==> src/hw/rtl/dpu_pkg.sv <==
// Shared widths, register indexes and beat types for the depth unprojection block.
package dpu_pkg;

    localparam int DEPTH_W     = 16;
    localparam int COORD_W     = 12;
    localparam int STRIDE_W    = 8;
    localparam int INV_W       = 24;
    localparam int CENTER_W    = 16;
    localparam int XY_W        = 31;
    localparam int Z_W         = 19;
    localparam int CONF_W      = 2;
    localparam int INDEX_W     = 24;
    localparam int CFG_DATA_W  = 24;
    localparam int CFG_INDEX_W = 3;
    localparam int OUT_DATA_W  = 112;

    localparam logic [DEPTH_W-1:0] DEPTH_LIMIT = 16'd10000;
    localparam logic [CONF_W-1:0]  CONF_HIGH   = 2'd2;

    localparam int QUEUE_DEPTH = 4;
    localparam int QPTR_W      = $clog2(QUEUE_DEPTH);

    typedef enum logic [CFG_INDEX_W-1:0] {
        REG_IMAGE_WIDTH   = 3'd0,
        REG_IMAGE_HEIGHT  = 3'd1,
        REG_SAMPLE_STRIDE = 3'd2,
        REG_INV_FOCAL_X   = 3'd3,
        REG_INV_FOCAL_Y   = 3'd4,
        REG_CENTER_X      = 3'd5,
        REG_CENTER_Y      = 3'd6
    } cfg_index_t;

    typedef struct packed {
        logic [COORD_W-1:0]  image_width;
        logic [COORD_W-1:0]  image_height;
        logic [STRIDE_W-1:0] sample_stride;
        logic [INV_W-1:0]    inv_focal_x;
        logic [INV_W-1:0]    inv_focal_y;
        logic [CENTER_W-1:0] center_x;
        logic [CENTER_W-1:0] center_y;
    } cfg_t;

    // One kept pixel on its way from the front end to the math pipeline.
    typedef struct packed {
        logic [DEPTH_W-1:0] depth;
        logic [COORD_W-1:0] col;
        logic [COORD_W-1:0] row;
        logic [INDEX_W-1:0] index;
    } work_item_t;

endpackage

==> src/hw/rtl/dpu_queue.sv <==
// Short flip-flop queue of kept pixels between front end and math pipeline.
module dpu_queue
    import dpu_pkg::*;
(
    input  logic       clk,
    input  logic       rst_n,
    input  logic       push,
    input  work_item_t push_item,
    output logic       full,
    output logic       valid,
    input  logic       pop,
    output work_item_t head
);

    work_item_t         entry_reg [QUEUE_DEPTH];
    logic [QPTR_W-1:0]  wr_ptr_reg, wr_ptr_next;
    logic [QPTR_W-1:0]  rd_ptr_reg, rd_ptr_next;
    logic [QPTR_W:0]    count_reg, count_next;
    logic               do_pop;

    assign full   = (count_reg == (QPTR_W+1)'(QUEUE_DEPTH));
    assign valid  = (count_reg != '0);
    assign head   = entry_reg[rd_ptr_reg];
    assign do_pop = pop && valid;

    always_comb
    begin
        wr_ptr_next = push ? wr_ptr_reg + 1'b1 : wr_ptr_reg;
        rd_ptr_next = do_pop ? rd_ptr_reg + 1'b1 : rd_ptr_reg;
        count_next  = count_reg;
        if (push && !do_pop)
        begin
            count_next = count_reg + 1'b1;
        end
        else if (!push && do_pop)
        begin
            count_next = count_reg - 1'b1;
        end
    end

    always_ff @(posedge clk or negedge rst_n)
    begin
        if (!rst_n)
        begin
            wr_ptr_reg <= '0;
            rd_ptr_reg <= '0;
            count_reg  <= '0;
        end
        else
        begin
            wr_ptr_reg <= wr_ptr_next;
            rd_ptr_reg <= rd_ptr_next;
            count_reg  <= count_next;
        end
    end

    always_ff @(posedge clk)
    begin
        if (push)
        begin
            entry_reg[wr_ptr_reg] <= push_item;
        end
    end

    a_no_overflow: assert property (@(posedge clk) disable iff (!rst_n)
        !(push && full))
        else $error("queue push while full");

    a_count_bound: assert property (@(posedge clk) disable iff (!rst_n)
        count_reg <= (QPTR_W+1)'(QUEUE_DEPTH))
        else $error("queue count beyond depth");

endmodule

==> config.mk <==
export PLATFORM = sky130hd
export DESIGN_NAME = dpu_queue
export DESIGN_NICKNAME = d
export VERILOG_FILES = /design/src/hw/rtl/dpu_pkg.sv /design/src/hw/rtl/dpu_queue.sv
export SDC_FILE = /design/constraint.sdc
export NUM_CORES = 1
export LEC_CHECK = 0
export BUFFER_PORTS_ARGS = -buffer_cell sky130_fd_sc_hd__buf_2
export CAP_MARGIN = 20
export CORE_UTILIZATION = 51
export CTS_BUF_LIST = sky130_fd_sc_hd__clkbuf_2 sky130_fd_sc_hd__clkbuf_4 sky130_fd_sc_hd__clkbuf_8
export DETAILED_ROUTE_END_ITERATION = 16
export MAX_ROUTING_LAYER = met4
export PLACE_DENSITY = 0.83
export SYNTH_ARGS = -nofsm -noshare
export SYNTH_HDL_FRONTEND = slang
export SYNTH_SLANG_ARGS = --single-unit
==> constraint.sdc <==
create_clock -name clk -period 2.4 [get_ports clk]
set_input_delay 0.24 -clock clk [delete_from_list [all_inputs] [get_ports clk]]
set_output_delay 0.24 -clock clk [all_outputs]
set_load 0.03 [all_outputs]
==> results.md <==
- Dpl hpwl: 8.93 mm
- Fin. max-slew vios: 0
- Worst Hold Endpoint: rd_ptr_reg[0]
- CTS sink count: 263
- Netlist Area Pre-Place: 9630 um^2
- Largest net degree at the start of global routing: 66
- Synthesized flop and latch total: 263
- Postcts setup bufs: 0
- Vias: 4640
- Syn Inst Count: 368
- Highest Clock Rate: 446 MHz
- Core Region: 18200 um^2
- Commonest non-fill, non-tap cell in the layout: edfxtp_1
- Met3 Use GR: 0.0420
- First-pass DRT Iterations: 4
- Status: finished, final reports clean
- R2R Path Start: count_reg[0]
- Max-cap violations: 0
- Vias in the first global route: 5046
- Crit path arrival time: 2.00 ns
- Number of buffers created by CTS: 42
- H-tree Lvls: 2
- Synth cell types: 20
- Clk_lat worst skew: 0.52 ns
- Port Buffers: 133
- Final nets: 679
- Register area: 7870 um^2
- Layout area overhead: 26.3%
- Max IR drop VDD: 817 uV
- Seq/Total Area, Yosys: 0.817
- Pwr Density: 1250 nW/um^2
- Clock Path Buffers: 3
- CP endpoint kind: output port
- Initial antenna violation count: 0
- Crit share post-route: 0.934
- Initial DRC Count: 144
- Die height: 139 um
- Most frequent cells in the layout: edfxtp_1 (256), buf_2 (133), dlygate4sd3_1 (65)
- Reg-to-Reg End: count_reg[2]
- Worst rel slew slack: 0.729
- Cell row count: 49
- Pleak: 4.28 nW
- Fin area: 12200 um^2
- Global-route wire length before repair: 26.0 mm
- Cell Area, Placed: 10600 um^2
- Final ANT Viol Nets: 0
- Clock-pin slew on the worst setup and hold paths: 0.06 ns
- CP Max Fanout: 27
- # diodes: 0
- Worst Tran Pin Value: 0.406 ns
- Mean Syn Cell Area: 26.2 um^2
- Fin crit period: 2.24 ns
- GR Util met1: 0.218
- DRT Wirelength: 17.0 mm
- Root buf cell: clkbuf_8
- Sum Neg Setup Slack: 0 ns
- Hold Fails Final Rpt: 0
- GRT overflow: 0
- Critical hold path startpoint: pop
- CP Class: reg -> out
- Worst reg-to-reg setup slack: 0.26 ns
- CP Launch Type: flip-flop
- Die area: 19400 um^2
- Gr usage total: 0.185
- Total number of yosys warnings: 0
- CP required: 2.16 ns
- Worst hold path stage count: 3
- Clock Skew: 0.0120 ns
- Hold crit path type: in -> reg
- # IOs: 134
- Starting Density: 0.529
- Share of post-route cells with drive strength above 1: 0.441
- Max reg flops: 256
- Total power draw: 0.0152 W
- Die Wd: 139 um
- Multi-input logic area: 1660 um^2
- Vias per std cell: 5.37
- CTS tree: yes
- Busiest grt layer: met2
- RSZ-0062 raised after global routing: no
- Met2 usage: 0.310
- Post-DR wirelength/cell: 19.6 um
- # DRC: 0
- Fin util: 0.667
- Reg2Reg Depth: 8
- Mapped Nets: 442
- Final GP Congestion: 0.754
- Setup Viol. Count Final: 0
- Fillers: 1180
## layer usage
layer / vias up / part of all wire
met5: - / 0
met4: 0 / 0.018
met3: 29 / 0.058
met2: 168 / 0.51
met1: 2383 / 0.41
li1: 2060 / -
## cell usage after synthesis
| cell type | count | area [um^2] |
|---|---|---|
| and2_1 | 4 | 25.0 |
| buf_2 | 6 | 30.0 |
| buf_4 | 2 | 15.0 |
| buf_6 | 5 | 56.3 |
| clkbuf_1 | 1 | 3.75 |
| dfrtp_1 | 7 | 175 |
| edfxtp_1 | 256 | 7690 |
| fa_1 | 1 | 20.0 |
| ha_1 | 5 | 62.6 |
| inv_1 | 3 | 11.3 |
| mux2_2 | 1 | 11.3 |
| mux4_2 | 64 | 1440 |
| nand2_1 | 2 | 7.51 |
| nand3_1 | 1 | 5.00 |
| nor2_1 | 1 | 3.75 |
| nor3b_1 | 1 | 7.51 |
| o21ai_0 | 1 | 5.00 |
| or3_1 | 1 | 6.26 |
| xnor2_1 | 3 | 26.3 |
| xor2_1 | 3 | 26.3 |
## report_power, final
part / total [W] / leakage [nW] / internal (W) / switching (W)
sequential: 0.00625 / 2.43 / 0.00602 / 0.000226
clock: 0.00370 / 0.446 / 0.00212 / 0.00158
combinational: 0.00528 / 1.40 / 0.00204 / 0.00325
## cell type report
| type | instances | area share |
|---|---|---|
| Inverter | 3 | 0.000926 |
| Timing Repair Buffer | 207 | 0.123 |
| Multi-Input combinational cell | 88 | 0.136 |
| Clock buffer | 63 | 0.0626 |
| Tap cell | 229 | 0.0236 |
| Sequential cell | 263 | 0.648 |
| Clock inverter | 11 | 0.00587 |
## worst max-delay path by stage
stage                              end  slack, ns     startpoint  depth (start not counted)
after floorplan           count_reg[2]       0.22   count_reg[0]                          8
final                         head[14]       0.16  rd_ptr_reg[0]                          3
after CTS                     head[49]       0.03  rd_ptr_reg[0]                          3
after detailed placement  count_reg[2]       0.27   count_reg[0]                          8
after global routing           head[5]       0.06  rd_ptr_reg[0]                          3
after global placement    count_reg[2]       0.35   count_reg[0]                          8
## critical path: stages, from the launching register on
cell and delay, ns:
dfrtp_4 0.47, buf_12 0.25, mux4_2 0.55, buf_2 0.20
## repair_timing
item,CTS,global route
hold endpoints to repair,263,0
hold buffers,65,0
setup endpoints to repair,0,2
gates resized for setup,0,1
## stage by stage
stage               hold slack (ns)  std cells  worst slack [ns]
detailed placement           0.0901        724             0.272
global placement             0.0784        724             0.352
finish                       0.0404        864             0.158
CTS                         0.00443        863            0.0286
floorplan                   -0.0556        368             0.217
global route                 0.0259        864            0.0565
## cell families after synthesis
family                     share of synthesized area
DFF                                            0.817
xor gates and xnor gates                     0.00546
adders and majority gates                    0.00858
AOI/OAI and AO/OA                           0.000519
buffers and inverters                         0.0121
and+or+nand+nor                              0.00572
muxes                                          0.151
No activity file was read; power rests on OpenSTA's default activity.
