==> src/hw/rtl/dpu_pkg.sv <==
// Shared widths, register indexes and beat types for the depth unprojection block.
package dpu_pkg;

    localparam int DEPTH_W     = 16;
    localparam int COORD_W     = 12;
    localparam int STRIDE_W    = 8;
    localparam int INV_W       = 24;
    localparam int CENTER_W    = 16;
    localparam int XY_W        = 31;
    localparam int Z_W         = 19;
    localparam int CONF_W      = 2;
    localparam int INDEX_W     = 24;
    localparam int CFG_DATA_W  = 24;
    localparam int CFG_INDEX_W = 3;
    localparam int OUT_DATA_W  = 112;

    localparam logic [DEPTH_W-1:0] DEPTH_LIMIT = 16'd10000;
    localparam logic [CONF_W-1:0]  CONF_HIGH   = 2'd2;

    localparam int QUEUE_DEPTH = 4;
    localparam int QPTR_W      = $clog2(QUEUE_DEPTH);

    typedef enum logic [CFG_INDEX_W-1:0] {
        REG_IMAGE_WIDTH   = 3'd0,
        REG_IMAGE_HEIGHT  = 3'd1,
        REG_SAMPLE_STRIDE = 3'd2,
        REG_INV_FOCAL_X   = 3'd3,
        REG_INV_FOCAL_Y   = 3'd4,
        REG_CENTER_X      = 3'd5,
        REG_CENTER_Y      = 3'd6
    } cfg_index_t;

    typedef struct packed {
        logic [COORD_W-1:0]  image_width;
        logic [COORD_W-1:0]  image_height;
        logic [STRIDE_W-1:0] sample_stride;
        logic [INV_W-1:0]    inv_focal_x;
        logic [INV_W-1:0]    inv_focal_y;
        logic [CENTER_W-1:0] center_x;
        logic [CENTER_W-1:0] center_y;
    } cfg_t;

    // One kept pixel on its way from the front end to the math pipeline.
    typedef struct packed {
        logic [DEPTH_W-1:0] depth;
        logic [COORD_W-1:0] col;
        logic [COORD_W-1:0] row;
        logic [INDEX_W-1:0] index;
    } work_item_t;

endpackage

==> src/hw/rtl/dpu_front.sv <==
// Front end: raster counters, stride grid phase, depth filter and point numbering.
module dpu_front
    import dpu_pkg::*;
(
    input  logic               clk,
    input  logic               rst_n,
    input  cfg_t               cfg,
    input  logic               stride_wr,
    input  logic               in_valid,
    output logic               in_ready,
    input  logic [DEPTH_W-1:0] depth,
    input  logic               queue_full,
    output logic               push,
    output work_item_t         item
);

    localparam int STEP_W = $clog2(COORD_W);
    localparam logic [STEP_W-1:0] LAST_STEP = STEP_W'(COORD_W - 1);

    logic [COORD_W-1:0]  col_reg, col_next;
    logic [COORD_W-1:0]  row_reg, row_next;
    logic [STRIDE_W-1:0] col_phase_reg, col_phase_next;
    logic [STRIDE_W-1:0] row_phase_reg, row_phase_next;
    logic [INDEX_W-1:0]  index_reg, index_next;
    logic                busy_reg, busy_next;
    logic [STEP_W-1:0]   step_reg, step_next;
    logic [STRIDE_W-1:0] rem_col_reg, rem_col_next;
    logic [STRIDE_W-1:0] rem_row_reg, rem_row_next;

    logic [STRIDE_W-1:0] stride_eff;
    logic [COORD_W:0]    width_eff, height_eff;
    logic                accept, keep, col_wrap, row_wrap;
    logic [STRIDE_W-1:0] col_phase_inc, row_phase_inc;
    logic [STEP_W-1:0]   bit_sel;
    logic [STRIDE_W:0]   sh_col, sh_row;
    logic [STRIDE_W-1:0] rem_col_step, rem_row_step;

    // zero-valued size registers act as 4096, a zero stride acts as 1
    assign stride_eff = (cfg.sample_stride == '0) ? STRIDE_W'(1) : cfg.sample_stride;
    assign width_eff  = (cfg.image_width == '0) ? {1'b1, {COORD_W{1'b0}}}
                                                 : {1'b0, cfg.image_width};
    assign height_eff = (cfg.image_height == '0) ? {1'b1, {COORD_W{1'b0}}}
                                                  : {1'b0, cfg.image_height};

    assign in_ready = !busy_reg && !queue_full;
    assign accept   = in_valid && in_ready;

    assign keep = (col_phase_reg == '0) && (row_phase_reg == '0)
                  && (depth != '0) && (depth <= DEPTH_LIMIT);
    assign push = accept && keep;

    assign item.depth = depth;
    assign item.col   = col_reg;
    assign item.row   = row_reg;
    assign item.index = index_reg;

    assign col_wrap = ({1'b0, col_reg} + 1'b1) >= width_eff;
    assign row_wrap = ({1'b0, row_reg} + 1'b1) >= height_eff;

    assign col_phase_inc = ((col_phase_reg + 1'b1) == stride_eff) ? '0 : col_phase_reg + 1'b1;
    assign row_phase_inc = ((row_phase_reg + 1'b1) == stride_eff) ? '0 : row_phase_reg + 1'b1;

    // restoring remainder, one counter bit per cycle, after a stride change
    assign bit_sel      = LAST_STEP - step_reg;
    assign sh_col       = {rem_col_reg, col_reg[bit_sel]};
    assign sh_row       = {rem_row_reg, row_reg[bit_sel]};
    assign rem_col_step = (sh_col >= {1'b0, stride_eff}) ? STRIDE_W'(sh_col - {1'b0, stride_eff})
                                                         : STRIDE_W'(sh_col);
    assign rem_row_step = (sh_row >= {1'b0, stride_eff}) ? STRIDE_W'(sh_row - {1'b0, stride_eff})
                                                         : STRIDE_W'(sh_row);

    always_comb
    begin
        col_next       = col_reg;
        row_next       = row_reg;
        col_phase_next = col_phase_reg;
        row_phase_next = row_phase_reg;
        index_next     = index_reg;
        busy_next      = busy_reg;
        step_next      = step_reg;
        rem_col_next   = rem_col_reg;
        rem_row_next   = rem_row_reg;

        if (accept)
        begin
            if (keep)
            begin
                index_next = index_reg + 1'b1;
            end
            if (col_wrap)
            begin
                col_next       = '0;
                col_phase_next = '0;
                if (row_wrap)
                begin
                    row_next       = '0;
                    row_phase_next = '0;
                    index_next     = '0;
                end
                else
                begin
                    row_next       = row_reg + 1'b1;
                    row_phase_next = row_phase_inc;
                end
            end
            else
            begin
                col_next       = col_reg + 1'b1;
                col_phase_next = col_phase_inc;
            end
        end

        if (stride_wr)
        begin
            busy_next    = 1'b1;
            step_next    = '0;
            rem_col_next = '0;
            rem_row_next = '0;
        end
        else if (busy_reg)
        begin
            rem_col_next = rem_col_step;
            rem_row_next = rem_row_step;
            step_next    = step_reg + 1'b1;
            if (step_reg == LAST_STEP)
            begin
                busy_next      = 1'b0;
                col_phase_next = rem_col_step;
                row_phase_next = rem_row_step;
            end
        end
    end

    always_ff @(posedge clk or negedge rst_n)
    begin
        if (!rst_n)
        begin
            col_reg       <= '0;
            row_reg       <= '0;
            col_phase_reg <= '0;
            row_phase_reg <= '0;
            index_reg     <= '0;
            busy_reg      <= 1'b0;
            step_reg      <= '0;
            rem_col_reg   <= '0;
            rem_row_reg   <= '0;
        end
        else
        begin
            col_reg       <= col_next;
            row_reg       <= row_next;
            col_phase_reg <= col_phase_next;
            row_phase_reg <= row_phase_next;
            index_reg     <= index_next;
            busy_reg      <= busy_next;
            step_reg      <= step_next;
            rem_col_reg   <= rem_col_next;
            rem_row_reg   <= rem_row_next;
        end
    end

    // grid phases are real remainders whenever pixels may be taken
    a_phase_in_range: assert property (@(posedge clk) disable iff (!rst_n)
        !busy_reg |-> (col_phase_reg < stride_eff) && (row_phase_reg < stride_eff))
        else $error("grid phase out of range");

endmodule

==> config.mk <==
export PLATFORM = sky130hd
export DESIGN_NAME = dpu_front
export DESIGN_NICKNAME = d
export VERILOG_FILES = /design/src/hw/rtl/dpu_pkg.sv /design/src/hw/rtl/dpu_front.sv
export SDC_FILE = /design/constraint.sdc
export NUM_CORES = 1
export LEC_CHECK = 0
export ABC_AREA = 1
export ABC_CLOCK_PERIOD_IN_PS = 4550
export BUFFER_PORTS_ARGS = -buffer_cell sky130_fd_sc_hd__buf_4
export CORE_MARGIN = 2
export CORE_UTILIZATION = 59
export DETAILED_ROUTE_END_ITERATION = 7
export PLACE_DENSITY_LB_ADDON = 0.05
export SYNTH_ARGS = -nofsm -noshare
export SYNTH_HDL_FRONTEND = slang
export SYNTH_SLANG_ARGS = --single-unit
export TNS_END_PERCENT = 30
==> constraint.sdc <==
create_clock -name clk -period 4.55 [get_ports clk]
set_input_delay 0.6825 -clock clk [delete_from_list [all_inputs] [get_ports clk]]
set_output_delay 0.6825 -clock clk [all_outputs]
set_load 0.005 [all_outputs]
==> impl_metrics.toml <==
[critical_path]
cpMostUsedCell = "nand2_1"
crit_chain = "ha_1 -> nand2_1 -> inv_1 -> nand2_1 -> nor2_1 -> nand2_1 -> nor3_2 -> nand3_1 -> xor2_1 -> inv_1 -> ha_1 -> nand4_1 -> nor2_1 -> nand2_1 -> nand3_4 -> nand2_4 -> inv_2 -> nand4_1 -> a21oi_1"
slowest_delay_ns = 0.47
crit_path_top_delay_cell = "dfrtp_1"
worstSetupPathType = "reg -> reg"
worstPathRequired_ns = 4.83
crit_family = "simple AND/OR/NAND/NOR gates"
r2r-start = "col_reg[0]"
critPathLaunchType = "flip-flop"
crit_buf_inv = 3
ff2ff_setup_slack_ns = 0.94
crit_fanout = 24
cp-end-kind = "flip-flop"
arrival_ns = 3.89
r2r_end = "row_phase_reg[7]"
r2r_cells = 19

[grt]
track_usage_pct = 30.64
grt_max_degree = 48
grt_overflow = 0
grt_pass1_wl_um = 35620
grt_antenna_before_repair = 0
first_global_vias = 7461

[outcome]
status = "finished, final reports clean"

[pwr]
p_per_area_mw_per_mm2 = 387.2
ir_worst_vdd_mv = 0.2889
power.internal_uw = 2050
total_power_uw = 3527
p_switching_uw = 1477
swShare_pct = 41.87
leakage_uw = 0.004830
seq_power_share_pct = 30.8
pwr-share-clk_pct = 25.3
combPwrFrac_pct = 43.8

[logic_synthesis]
synth_xor_area_share_pct = 4.537
yosys.area.top_type = "dfrtp_1"
synth_compound_area_share_pct = 10.77
synth_edf_count = 0
yosysWarningCount = 0
async_flop_share_pct = 100.0
syn_area_mm2 = 0.007888
synth.most_common_cell = "nand2_1"
ys_types = 43
synth_cells = 1207
syn_nets = 1393
synth_simple_gate_area_share_pct = 37.15
synthTopCellsByCount = "nand2_1, inv_1, nor2_1, nand3_1, dfrtp_1"
syn_area_per_cell_um2 = 6.535
synth.area.mux_share_pct = 0
synth_ff_type = "dfrtp_1"
synth_top_family_by_area = "simple AND/OR/NAND/NOR gates"
synth_area_leaders = "dfrtp_1, nand2_1, ha_1"
synthAdderAreaFrac_pct = 8.598
yosysSeqAreaShare_pct = 26.97
ys_ff_latch = 85
synth_top_area_share_pct = 26.97

[timing]
fin_crit_ns = 3.614
tightest_slew_ns = 1.041
rsz0062_at_grt = "false"
hold_viol_final = 0
slew_headroom_pct = 30.37
timing.fmax_mhz = 276.7
setup_viol = 0
fin_crit_sh_pct = 79.42
fin_skew_ns = 0.009128
maxSlewViolCount = 0
setup_tns_ns = 0

[route]
drt_iter0_drc = 676
first_pass_iters = 7
via_count = 8102
postRouteAntennaNets = 0
drt-total-wl_um = 21400
route.detailed.drc = 0
avgViaCountPerCell = 5.482
avgRoutedWirePerCell_um = 14.48

[clock_network]
cts_root_buf = "clkbuf_16"
clk_latency_ns = 0.36
cts_setup_buffers = 0
hold_buffers = 0
cts_resized = 0
cts_htree_levels = 3
cts_made_buffers = 9
cts_tree = "done"
clock_path_buffers = 2
clock_sinks = 85
cts.clk_slew.worst_paths_ns = 0.06

[floorplanning]
rows = 42
die_area_mm2 = 0.01431
die_h_um = 119.6
core_area_mm2 = 0.01314
fp.dieW_um = 119.6
initial_core_util_pct = 60.04
io-pin-count = 199

[placement]
hpwl_um = 16280
placedCellCount = 1462
place_congestion = 0.9384
portBuffers = 118

[run]
drv_cap = 0

[cells_and_area]
area_delta_synth_final_pct = 15.47
layout.nets = 1483
largest_reg_flops = 24
drive_above_1_share_pct = 15.13
instances_no_fill = 1478
n_antenna_cell = 0

[min_path]
hold_class = "in -> async"
[cells in the final DEF, fill, tap and decap left out, types with 3 or more instances in the layout]
master / count
nand4_1: 42
o21ai_0: 56
o22ai_1: 6
bufinv_16: 3
o21ai_1: 9
xor2_1: 29
a21boi_1: 4
nand2_2: 3
a22o_1: 3
o21bai_1: 4
a21oi_1: 66
nor3_1: 13
inv_2: 12
xnor2_1: 10
nor2_2: 13
dfrtp_1: 85
clkbuf_16: 9
a21oi_2: 3
nand2_1: 362
nor2_1: 98
ha_1: 51
inv_1: 163
nor4_1: 8
nand3_1: 86
o211ai_1: 3
nand3_2: 10
nor2_4: 5
buf_4: 123
[area by class of cell]
cell class / count / area [µm²]
clock buffers: 11 / 252.7
clock inverters: 5 / 106.4
fillers: 1218 / 4030
inverters: 176 / 661.9
multi-input cells: 902 / 4816
flip-flops and latches: 85 / 2127
well taps: 176 / 220.2
repair buffers: 123 / 923.4
[logic make-up (layout without fill, tap and decap cells)]
kind of cell | Yosys count | in the layout
simple gates | 652 | 652
buf+inv | 220 | 315
compound gates | 157 | 157
flops | 85 | 85
fa+ha+maj | 53 | 53
xor+xnor | 40 | 40
[worst register-to-register path, stage by stage (launching register included)]
cell     delay [ns]
dfrtp_1        0.47
ha_1           0.21
nand2_1        0.05
inv_1          0.07
nand2_1        0.07
nor2_1         0.15
nand2_1        0.11
nor3_2         0.16
nand3_1        0.13
xor2_1         0.19
inv_1          0.07
ha_1           0.32
nand4_1        0.16
nor2_1         0.13
nand2_1        0.09
nand3_4        0.24
nand2_4        0.20
inv_2          0.37
nand4_1        0.17
a21oi_1        0.15
[power groups by stage]
stage | registers [µW] | logic [µW] | clock network [µW]
3_5_place_dp | 1090 | 1530 | 0
4_1_cts | 1080 | 1540 | 898
2_1_floorplan | 1030 | 1210 | 0
3_3_place_gp | 1090 | 1500 | 0
6_report | 1090 | 1550 | 894
5_1_grt | 1110 | 1780 | 926
[through the flow]
stage | instance area [µm²] | worst slack (ns) | util [%] | hold slack [ns]
3_3_place_gp | 8748 | 1.051 | 66.59 | 0.4955
4_1_cts | 9107 | 1.013 | 69.32 | 0.3668
5_1_grt | 9107 | 0.5670 | 69.32 | 0.3930
2_1_floorplan | 7888 | 1.692 | - | 0.3869
6_report | 9107 | 0.9363 | 69.32 | 0.3392
3_5_place_dp | 8748 | 1.023 | 66.59 | 0.4999
[worst max path at each step]
stage	startpoint	to	depth (start not counted)
CTS	col_reg[0]	row_phase_reg[7]	19
global route	col_reg[0]	col_reg[7]	17
detailed placement	col_reg[0]	col_reg[4]	18
floorplan	col_reg[0]	col_phase_reg[5]	19
global placement	col_reg[0]	col_reg[9]	18
finish	col_reg[0]	row_phase_reg[7]	19
[metal layers]
metal  wire length [µm]  share of wire (%)  global-route usage (%)
met5                  0                  0                       0
met3               1301                6.1                   4.563
met1               9660                 45                   41.59
met4                297                1.4                   8.603
met2              10140                 47                   51.04
Note: power is estimated with default switching activity, not from simulation.
